**src/rtl/drim_pkg.sv**
```systemverilog
package drim_pkg;

   localparam int TIME_BITS  = 64;
   localparam int COUNT_BITS = 32;
   localparam int FIELD_BITS = 64;
   localparam int ITER_BITS  = $clog2(TIME_BITS);

   typedef logic [TIME_BITS-1:0]  time_type;
   typedef logic [COUNT_BITS-1:0] count_type;
   typedef logic [FIELD_BITS-1:0] field_type;

   typedef struct packed {
      logic start;
      logic clear;
      logic take;
   } lane_ctl_type;

   typedef struct packed {
      logic idle;
      logic done;
   } lane_stat_type;

   // Sign-extend a lane value to the width of the channel fields.
   function automatic field_type widen(input time_type v);
      return FIELD_BITS'($signed(v));
   endfunction

endpackage

```
**src/rtl/drim_req_if.sv**
```systemverilog
interface drim_req_if;
   import drim_pkg::*;

   logic      valid;
   logic      ready;
   logic      has_push_time;
   field_type push_time;
   field_type time_stamp;

   modport source (output valid, output has_push_time, output push_time,
                   output time_stamp, input ready);
   modport sink   (input valid, input has_push_time, input push_time,
                   input time_stamp, output ready);
endinterface

```
**src/rtl/drim_rsp_if.sv**
```systemverilog
interface drim_rsp_if;
   import drim_pkg::*;

   logic      valid;
   logic      ready;
   field_type push_gap;
   field_type push_gap_mean;
   field_type stamp_gap;
   field_type stamp_gap_mean;

   modport source (output valid, output push_gap, output push_gap_mean,
                   output stamp_gap, output stamp_gap_mean, input ready);
   modport sink   (input valid, input push_gap, input push_gap_mean,
                   input stamp_gap, input stamp_gap_mean, output ready);
endinterface

```
**src/rtl/drim_lane.sv**
```systemverilog
module drim_lane (
   input  logic                   clock,
   input  logic                   reset,
   input  drim_pkg::lane_ctl_type ctl,
   input  drim_pkg::time_type     value,
   output drim_pkg::lane_stat_type stat,
   output drim_pkg::time_type     gap,
   output drim_pkg::time_type     mean
);
   import drim_pkg::*;

   typedef enum logic [2:0] {IDLE, SETUP, DIVIDE, SIGN, DONE} state_type;

   state_type            state_ff;
   time_type             prev_ff;
   time_type             sum_ff;
   time_type             mean_ff;
   time_type             gap_ff;
   time_type             quo_ff;
   count_type            count_ff;
   count_type            rem_ff;
   logic                 neg_ff;
   logic [ITER_BITS-1:0] iter_ff;

   time_type        gap_in;
   logic [COUNT_BITS:0] trial;
   logic            fits;

   assign gap_in = value - prev_ff;
   // One restoring step: bring down the next dividend bit and try the count.
   assign trial  = {rem_ff, quo_ff[TIME_BITS-1]};
   assign fits   = trial >= {1'b0, count_ff};

   always_ff @(posedge clock) begin
      if (reset) begin
         state_ff <= IDLE;
         prev_ff  <= '0;
         sum_ff   <= '0;
         count_ff <= '0;
         mean_ff  <= '0;
      end else begin
         case (state_ff)
            IDLE: begin
               if (ctl.start) begin
                  if (ctl.clear) begin
                     prev_ff  <= '0;
                     sum_ff   <= '0;
                     count_ff <= '0;
                     mean_ff  <= '0;
                     gap_ff   <= '0;
                     state_ff <= DONE;
                  end else begin
                     gap_ff  <= gap_in;
                     prev_ff <= value;
                     // A remembered value of zero marks the first sample of a run.
                     if (prev_ff == '0) begin
                        state_ff <= DONE;
                     end else begin
                        if (count_ff != '1) begin
                           count_ff <= count_ff + 1'b1;
                        end
                        sum_ff   <= sum_ff + gap_in;
                        state_ff <= SETUP;
                     end
                  end
               end
            end
            SETUP: begin
               neg_ff   <= sum_ff[TIME_BITS-1];
               quo_ff   <= sum_ff[TIME_BITS-1] ? ('0 - sum_ff) : sum_ff;
               rem_ff   <= '0;
               iter_ff  <= ITER_BITS'(TIME_BITS - 1);
               state_ff <= DIVIDE;
            end
            DIVIDE: begin
               rem_ff <= fits ? COUNT_BITS'(trial - {1'b0, count_ff})
                              : trial[COUNT_BITS-1:0];
               quo_ff <= {quo_ff[TIME_BITS-2:0], fits};
               if (iter_ff == '0) begin
                  state_ff <= SIGN;
               end else begin
                  iter_ff <= iter_ff - 1'b1;
               end
            end
            SIGN: begin
               mean_ff  <= neg_ff ? ('0 - quo_ff) : quo_ff;
               state_ff <= DONE;
            end
            DONE: begin
               if (ctl.take) begin
                  state_ff <= IDLE;
               end
            end
            default: begin
               state_ff <= IDLE;
            end
         endcase
      end
   end

   assign stat.idle = (state_ff == IDLE);
   assign stat.done = (state_ff == DONE);
   assign gap       = gap_ff;
   assign mean      = mean_ff;

endmodule

```
**src/rtl/drim_merge.sv**
```systemverilog
module drim_merge (
   input  logic                    clock,
   input  logic                    reset,
   input  drim_pkg::lane_stat_type push_stat,
   input  drim_pkg::lane_stat_type stamp_stat,
   input  drim_pkg::time_type      push_gap,
   input  drim_pkg::time_type      push_mean,
   input  drim_pkg::time_type      stamp_gap,
   input  drim_pkg::time_type      stamp_mean,
   output logic                    take,
   drim_rsp_if.source              rsp_bus
);
   import drim_pkg::*;

   logic      rsp_valid_ff;
   field_type push_gap_ff;
   field_type push_mean_ff;
   field_type stamp_gap_ff;
   field_type stamp_mean_ff;

   // Both lanes must have finished, and the output register must be free or emptying.
   assign take = push_stat.done && stamp_stat.done && (!rsp_valid_ff || rsp_bus.ready);

   always_ff @(posedge clock) begin
      if (reset) begin
         rsp_valid_ff <= 1'b0;
      end else if (take) begin
         rsp_valid_ff <= 1'b1;
      end else if (rsp_bus.ready) begin
         rsp_valid_ff <= 1'b0;
      end
   end

   always_ff @(posedge clock) begin
      if (take) begin
         push_gap_ff   <= widen(push_gap);
         push_mean_ff  <= widen(push_mean);
         stamp_gap_ff  <= widen(stamp_gap);
         stamp_mean_ff <= widen(stamp_mean);
      end
   end

   assign rsp_bus.valid          = rsp_valid_ff;
   assign rsp_bus.push_gap       = push_gap_ff;
   assign rsp_bus.push_gap_mean  = push_mean_ff;
   assign rsp_bus.stamp_gap      = stamp_gap_ff;
   assign rsp_bus.stamp_gap_mean = stamp_mean_ff;

endmodule

```
**src/rtl/dual_running_interval_mean.sv**
```systemverilog
// Channel   Direction  Modport  Item contents
// req_bus   in         sink     has_push_time, push_time, time_stamp
// rsp_bus   out        source   push_gap, push_gap_mean, stamp_gap, stamp_gap_mean
//
// An item that updates a mean passes through SETUP, DIVIDE and SIGN in each lane
// before it reaches rsp_bus.valid; the restoring divider yields one quotient bit per cycle.
// A clear item or a first sample skips the divider. One item is in flight at a time.
// Reset is synchronous; it zeroes each lane's sum, count, mean and last value, not its gap.
// A stalled result sits in the output register; the next item is taken meanwhile.
module dual_running_interval_mean (
   input  logic     clock,
   input  logic     reset,
   drim_req_if.sink   req_bus,
   drim_rsp_if.source rsp_bus
);
   import drim_pkg::*;

   lane_ctl_type  lane_ctl;
   lane_stat_type push_stat;
   lane_stat_type stamp_stat;
   time_type      push_gap;
   time_type      push_mean;
   time_type      stamp_gap;
   time_type      stamp_mean;
   logic          take;

   assign req_bus.ready  = push_stat.idle && stamp_stat.idle;
   assign lane_ctl.start = req_bus.valid && req_bus.ready;
   assign lane_ctl.clear = !req_bus.has_push_time;
   assign lane_ctl.take  = take;

   drim_lane u_push_lane (
      .clock (clock),
      .reset (reset),
      .ctl   (lane_ctl),
      .value (req_bus.push_time[TIME_BITS-1:0]),
      .stat  (push_stat),
      .gap   (push_gap),
      .mean  (push_mean)
   );

   drim_lane u_stamp_lane (
      .clock (clock),
      .reset (reset),
      .ctl   (lane_ctl),
      .value (req_bus.time_stamp[TIME_BITS-1:0]),
      .stat  (stamp_stat),
      .gap   (stamp_gap),
      .mean  (stamp_mean)
   );

   drim_merge u_merge (
      .clock      (clock),
      .reset      (reset),
      .push_stat  (push_stat),
      .stamp_stat (stamp_stat),
      .push_gap   (push_gap),
      .push_mean  (push_mean),
      .stamp_gap  (stamp_gap),
      .stamp_mean (stamp_mean),
      .take       (take),
      .rsp_bus    (rsp_bus)
   );

endmodule

```
**src/flat_wrapper.sv**
```systemverilog
// flat-port wrapper written by rule: the top's interface ports become plain ports
module dual_running_interval_mean_flat import drim_pkg::*;
  (clock, reset, req_bus_valid, req_bus_has_push_time, req_bus_push_time, req_bus_time_stamp, req_bus_ready, rsp_bus_valid, rsp_bus_push_gap, rsp_bus_push_gap_mean, rsp_bus_stamp_gap, rsp_bus_stamp_gap_mean, rsp_bus_ready);
  drim_req_if req_bus_i ();
  drim_rsp_if rsp_bus_i ();
  input  logic clock;
  input  logic reset;
  input wire logic [$bits(req_bus_i.valid)-1:0] req_bus_valid;
  input wire logic [$bits(req_bus_i.has_push_time)-1:0] req_bus_has_push_time;
  input wire logic [$bits(req_bus_i.push_time)-1:0] req_bus_push_time;
  input wire logic [$bits(req_bus_i.time_stamp)-1:0] req_bus_time_stamp;
  output wire logic [$bits(req_bus_i.ready)-1:0] req_bus_ready;
  output wire logic [$bits(rsp_bus_i.valid)-1:0] rsp_bus_valid;
  output wire logic [$bits(rsp_bus_i.push_gap)-1:0] rsp_bus_push_gap;
  output wire logic [$bits(rsp_bus_i.push_gap_mean)-1:0] rsp_bus_push_gap_mean;
  output wire logic [$bits(rsp_bus_i.stamp_gap)-1:0] rsp_bus_stamp_gap;
  output wire logic [$bits(rsp_bus_i.stamp_gap_mean)-1:0] rsp_bus_stamp_gap_mean;
  input wire logic [$bits(rsp_bus_i.ready)-1:0] rsp_bus_ready;
  assign req_bus_i.valid = req_bus_valid;
  assign req_bus_i.has_push_time = req_bus_has_push_time;
  assign req_bus_i.push_time = req_bus_push_time;
  assign req_bus_i.time_stamp = req_bus_time_stamp;
  assign req_bus_ready = req_bus_i.ready;
  assign rsp_bus_valid = rsp_bus_i.valid;
  assign rsp_bus_push_gap = rsp_bus_i.push_gap;
  assign rsp_bus_push_gap_mean = rsp_bus_i.push_gap_mean;
  assign rsp_bus_stamp_gap = rsp_bus_i.stamp_gap;
  assign rsp_bus_stamp_gap_mean = rsp_bus_i.stamp_gap_mean;
  assign rsp_bus_i.ready = rsp_bus_ready;
  dual_running_interval_mean u_core (.clock(clock), .reset(reset), .req_bus(req_bus_i), .rsp_bus(rsp_bus_i));
endmodule
```
**config.mk**
```make
export PLATFORM = sky130hd
export DESIGN_NAME = dual_running_interval_mean_flat
export DESIGN_NICKNAME = d
export VERILOG_FILES = /design/src/rtl/drim_pkg.sv /design/src/rtl/drim_req_if.sv /design/src/rtl/drim_rsp_if.sv /design/src/rtl/drim_lane.sv /design/src/rtl/drim_merge.sv /design/src/rtl/dual_running_interval_mean.sv /design/src/flat_wrapper.sv
export SDC_FILE = /design/constraint.sdc
export NUM_CORES = 2
export LEC_CHECK = 0
export BUFFER_PORTS_ARGS = -buffer_cell sky130_fd_sc_hd__buf_2
export CELL_PAD_IN_SITES_DETAIL_PLACEMENT = 1
export CELL_PAD_IN_SITES_GLOBAL_PLACEMENT = 2
export CORE_MARGIN = 4
export CORE_UTILIZATION = 36
export DETAILED_ROUTE_END_ITERATION = 8
export PLACE_DENSITY_LB_ADDON = 0.12
export SYNTH_ARGS = -nofsm -noshare
export SYNTH_HDL_FRONTEND = slang
export SYNTH_HIERARCHICAL = 1
export SYNTH_SLANG_ARGS = --single-unit
```
**constraint.sdc**
```tcl
create_clock -name clock -period 8.48 [get_ports clock]
set_clock_uncertainty 0.05 [all_clocks]
set_input_delay 0.848 -clock clock [delete_from_list [all_inputs] [get_ports clock]]
set_output_delay 0.848 -clock clock [all_outputs]
set_load 0.005 [all_outputs]
```
== Word-level counts from Yosys, hierarchy flattened ==
Index checks and enable logic that the tools add are counted.

* Bits in registers: 1045
* Latch bits: 0
* Memory bits (writable): 0
* ROM bits: 0
* Output and inout port bits: 258
* Logic and storage cells: 144
* Memories kept: 0

* Add/subtract/negate cells: 14
* Multiply operators: 0
* Divide/modulo/power cells: 0
* Magnitude comparators: 2
* Equal/unequal tests: 24
* Shifts and indexed selects: 0
* Muxes and demuxes: 43
* Bitwise logic cells: 1
* Reductions and logical operators: 35

{| class="wikitable"
|+ Operators with widths
! cell !! number
|-
| $mux W64 || 12
|-
| $pmux W64 S2 || 4
|-
| $mux W32 || 8
|-
| $sub A1 B64 Y64 const A || 4
|-
| $add A64 B64 Y64 || 2
|-
| $logic_not A64 Y1 || 2
|-
| $pmux W32 S2 || 2
|-
| $sub A64 B64 Y64 || 2
|-
| $ge A33 B32 Y1 || 2
|-
| $add A32 B1 Y32 const B || 2
|-
| $ne A32 B32 Y1 const B || 2
|-
| $sub A32 B32 Y32 || 2
|-
| $pmux W3 S5 || 2
|-
| $reduce_and A3 Y1 || 10
|-
| $mux W3 || 9
|-
| $pmux W6 S2 || 2
|-
| $ne A2 B2 Y1 const B || 8
|-
| $eq A3 B2 Y1 const B || 4
|-
| $logic_not A6 Y1 || 2
|-
| $mux W6 || 2
|-
| $ne A2 B1 Y1 const B || 6
|-
| $reduce_and A2 Y1 || 6
|-
| $sub A6 B1 Y6 const B || 2
|-
| $reduce_bool A2 Y1 || 5
|-
| 9 further kinds || 17
|}

== Depth between registers and ports, before layout ==
* Word-level depth: 5
* Mapped depth: 26
* Depth with buffers taken out: 25

== Hierarchy ==
The synthesis kept the hierarchy.

{| class="wikitable"
|+ By module, submodules not included
! module !! times used !! cells an instance !! area each (um^2) !! seq. area each (um^2)
|-
| drim_lane (u_core.u_stamp_lane) || 1 || 3057 || 26225.2 || 9559.2
|-
| drim_lane (u_core.u_push_lane) || 1 || 2978 || 25821.0 || 9559.2
|-
| drim_merge || 1 || 261 || 7749.9 || 7707.4
|-
| dual_running_interval_mean || 1 || 3 || 16.3 || 0.0
|}

== Worst setup path after synthesis ==
Ideal clock, no wire load.

* Kind: in2reg
* From: input reset
* To: register u_core.u_push_lane.iter_ff[0], enable pin
* Setup time: 0.378 ns
* Data arrival time: 8.469 ns
* Required time: 8.052 ns
* Slack: -0.417 ns
* Stages on the path: 3
* Buffers on the path: 1
* Cells stage by stage: clkbuf_1 > nor3_1 > a21boi_0

* Word-level cells in the longest chain between the ends: 2

{| class="wikitable"
|+ RTL lines
! element !! RTL line !! source
|-
| start, declared || flat_wrapper.sv:7 || <nowiki>input logic reset;</nowiki>
|-
| $not A1 Y1 (no line) || - ||
|-
| $reduce_and A3 Y1 (no line) || - ||
|-
| end signal, assigned || drim_lane.sv:72 || <nowiki>iter_ff <= ITER_BITS'(TIME_BITS - 1);</nowiki>
|-
| end signal, assigned || drim_lane.sv:82 || <nowiki>iter_ff <= iter_ff - 1'b1;</nowiki>
|-
| end, declared || drim_lane.sv:23 || <nowiki>logic [ITER_BITS-1:0] iter_ff;</nowiki>
|}

Every way passes these cells.
A chain may end at the register's enable or synchronous reset.

== Worst setup path after layout ==
* From: register u_core.u_push_lane.prev_ff[0]
* To: register u_core.u_push_lane.sum_ff[63]

* Word-level cells in the longest chain between the ends: 4
* Elaborated cells between the ends (all ways): 7
* Those cells by class: 2 x add/sub; 1 x eq/ne; 2 x mux; 2 x reduce/logical

{| class="wikitable"
|+ RTL lines
! element !! RTL line !! source
|-
| start, declared || drim_lane.sv:15 || <nowiki>time_type prev_ff;</nowiki>
|-
| start signal, assigned || drim_lane.sv:54 || <nowiki>prev_ff <= value;</nowiki>
|-
| $sub A64 B64 Y64 || drim_lane.sv:29 || <nowiki>assign gap_in = value - prev_ff;</nowiki>
|-
| named net u_core.u_push_lane.gap_in[32] || drim_lane.sv:25 || <nowiki>time_type gap_in;</nowiki>
|-
| $add A64 B64 Y64 || drim_lane.sv:62 || <nowiki>sum_ff <= sum_ff + gap_in;</nowiki>
|-
| $mux W64 || drim_lane.sv:56 || <nowiki>if (prev_ff == '0) begin</nowiki>
|-
| $mux W64 || drim_lane.sv:45 || <nowiki>if (ctl.clear) begin</nowiki>
|-
| end signal, assigned || drim_lane.sv:62 ||
|-
| end, declared || drim_lane.sv:16 || <nowiki>time_type sum_ff;</nowiki>
|}

The timed path passes the listed nets, and every way through them passes these cells. The select of a mux whose other input is x is not followed.

==> results.cfg <==
[outcome]
outcome = completed

[layout]
seq_area_um2 = 26800
final_core_util = 0.415
fillers = 18737
syn_to_final_growth_pct = 14.5
fin_nets = 7069
multi_input_area_um2 = 31000
layout-drive-gt1-share = 0.110

[critical_path]
cpPeakStageDelay_ns = 0.62
rrSetupSlack_ns = 1.61
cp_cell_sequence = ha_1, fa_1, nor2b_1, o21ai_0, a211oi_1, o22ai_1, o21ai_0, a21boi_0, o41ai_1, nand3_1, o31ai_1, xor2_1, ha_1, a21oi_1, o21bai_1, a21oi_1, o21bai_1, a221o_1, a31o_2, a31oi_1, nor4_1, or4b_2, a32o_1
crit_arrival_ns = 7.47
reg2regPathDepth = 23
cp_max_fo = 4
crit_path_top_delay_cell = or4b_2
end_kind = flop
required_ns = 9.08
critical_path_class = reg2reg
startpoint_type = flop
timing.rr.end = u_core/u_push_lane/sum_ff[63]
rr_startpoint = u_core/u_push_lane/prev_ff[0]

[clocking]
cts.sinks = 1045
post-cts-setup-buffers = 0
cts.repair.resized = 0
clk_latency_ns = 0.78
ctsHoldBuffers = 0
clockRootBuffer = clkbuf_16
cts_made_buffers = 130
cts_tree = done
cts_buffer_depth = 3
htree_levels = 4
clkTransAtPathRegs_ns = 0.06

[power]
ir_worst_vdd_mv = 0.212
cellPowerDensity_nw_per_um2 = 319
power_leakage_nw = 26.0
p_total_mw = 21.8

[logic_synthesis]
synth-main-ff-cell = edfxtp_1
ys_types = 88
synth_area_leader_cell = edfxtp_1
synthCells = 6299
async_reset_ff_frac = 0
synth_edf_count = 590
yosysSeqAreaShare = 0.448
synth.top_cell.area_share = 0.296
synth_fp_nets = 6782
syn_area_um2 = 59800
synthTopCellsByArea = edfxtp_1, dfxtp_1, ha_1
synth_seq_cells = 1045
ys_warn_count = 6
synth.avg_cell_area_um2 = 9.50

[hold_path]
min_from = req_bus_push_time[32]
hp-class = in2reg
holdPathStages = 2
hold_end = u_core/u_push_lane/prev_ff[32]

[sta]
fin_crit_sh = 0.810
slew_headroom = 0.222
drv_slew = 0
setup_viol_count_final = 0
whs_ns = 0.256
worst_pin_slew_ns = 1.17
rsz0062_at_grt = false
final.setup.tns_ns = 0
max_freq_ghz = 0.146
hold_viol_final = 0
layout_min_cycle_time_ns = 6.87

[floorplanning]
ios = 391
start_util = 0.363
rows = 149
coreArea_um2 = 165000
dieArea_um2 = 173000
die_x_um = 416
dieHeight_um = 416

[routing]
ant_nets = 0
dr_wl_met2_mm = 81.7
drt-total-wl_mm = 197
drc_errors = 0
drtPass1Iterations = 7
vias_per_cell = 5.43
routed.top_layer = met4
vias = 48229
wl_per_cell_um = 22.2
wirelength_met1_mm = 103
initialDrtViolationCount = 3280
wl_met3_mm = 6.90

[job]
maxCapViolations = 0

[global_route]
grt_overflow = 0
grt_pass1_vias = 48325
grt_pass1_wl_mm = 301
track_usage = 0.222
antenna_found_initial = 6
grt_max_degree = 126

[place]
portBuffers = 390
place_hpwl_mm = 151
gp_congestion = 0.897
[Yosys cell counts, types with 86 or more instances]
library cell and number:
nand3_1 102, a21o_1 184, a22o_1 136, clkbuf_1 251
xnor2_1 334, a22oi_1 164, o21ai_0 442, nand4_1 86
xor2_1 240, nor2_1 482, nor2b_1 114, nand2_1 584
nor3_1 104, o31ai_1 91, a21oi_1 423, dfxtp_1 455
ha_1 344, and2_1 86, edfxtp_1 590, inv_1 293
[worst max-delay path by stage]
| stage | startpoint | slack (ns) | to |
|---|---|---|---|
| detailed placement | req_bus_push_time[0] | 1.01 | u_core/u_push_lane/sum_ff[63] |
| global placement | req_bus_push_time[0] | 1.18 | u_core/u_push_lane/sum_ff[63] |
| finish | u_core/u_push_lane/prev_ff[0] | 1.61 | u_core/u_push_lane/sum_ff[63] |
| floorplan | reset | 1.63 | u_core/u_stamp_lane/iter_ff[0] |
| global route | u_core/u_push_lane/prev_ff[0] | 1.01 | u_core/u_push_lane/sum_ff[63] |
| CTS | u_core/u_push_lane/prev_ff[0] | 1.62 | u_core/u_push_lane/sum_ff[63] |
[area by class of cell]
type,count,area share
Tap cell,2189,0.0400
Inverter,293,0.0161
Antenna cell,4,0.000146
Timing Repair Buffer,438,0.0343
Clock inverter,62,0.0120
Clock buffer,178,0.0536
Multi-Input combinational cell,4678,0.452
Sequential cell,1045,0.392
[logic make-up (layout without fill, tap and decap cells)]
group	count (synthesis)	after routing	synth area share
xor gates and xnor gates	574	574	0.0841
other	0	4	0
AOI/OAI and AO/OA	1793	1793	0.195
adders and majority gates	350	350	0.0740
buffers and inverters	576	971	0.0363
DFF	1045	1045	0.448
and+or+nand+nor	1946	1946	0.160
muxes	15	15	0.00257
[flip-flops by register name (all words and copies together), names as in the netlist, 64 cells and up]
register and flops:
u_core/u_push_lane/sum_ff 64, u_core/u_push_lane/quo_ff 64, u_core/u_stamp_lane/mean 64, u_core/u_push_lane/mean 64
u_core/u_merge/rsp_bus.stamp_gap_mean 64, u_core/u_stamp_lane/quo_ff 64, u_core/u_merge/rsp_bus.stamp_gap 64, u_core/u_push_lane/gap 64
u_core/u_stamp_lane/prev_ff 64, u_core/u_stamp_lane/gap 64, u_core/u_merge/rsp_bus.push_gap_mean 64, u_core/u_merge/rsp_bus.push_gap 64
u_core/u_stamp_lane/sum_ff 64, u_core/u_push_lane/prev_ff 64
[critical path: cells and delay by family, from the launching register on]
kind                     cells  cell delay (ns)
XOR/XNOR                     1             0.31
adder cells (fa/ha/maj)      3             0.97
flip-flops                   1             0.33
AO/OA/AOI/OAI               15             4.03
AND/OR/NAND/NOR              4             1.04
[layer usage]
| metal | vias to the layer above | track usage |
|---|---|---|
| li1 | 23577 | - |
| met4 | 0 | 0.0628 |
| met3 | 216 | 0.0271 |
| met1 | 23611 | 0.342 |
| met2 | 825 | 0.326 |
| met5 | - | 0 |
[cell usage in the layout, fill, tap and decap left out, types with 19 or more instances in the layout]
master,instances
a211oi_1,35
a21boi_0,19
a21o_1,184
a21oi_1,421
a22o_1,134
a22oi_1,164
a31oi_1,41
and2_1,86
and3_1,31
buf_2,389
buf_4,46
clkbuf_1,32
clkbuf_16,137
dfxtp_1,453
edfxtp_1,590
ha_1,344
inv_1,292
nand2_1,584
nand2b_1,54
nand3_1,102
nand4_1,86
nor2_1,476
nor2b_1,112
nor3_1,99
nor4_1,76
o211ai_1,19
o21a_1,31
o21ai_0,442
o21bai_1,50
o31ai_1,91
o41ai_1,35
or2_2,22
or3_1,78
or4_1,38
xnor2_1,334
xor2_1,240
[where the power goes]
part | switching (mW) | internal, mW | leakage [nW] | total [mW]
clock network | 2.31 | 3.55 | 2.18 | 5.86
registers | 0.805 | 6.35 | 9.27 | 7.16
logic | 5.60 | 3.20 | 14.6 | 8.80
total | 8.71 | 13.1 | 26.0 | 21.8
[through the flow]
step                cells  instance area (um^2)  worst slack, ns
finish               8887                 68500             1.61
global placement     8643                 64000             1.18
global route         8883                 68500             1.01
CTS                  8883                 68500             1.62
floorplan            6299                 59800             1.63
detailed placement   8643                 64000             1.01
(Power assumes the default switching activity.)
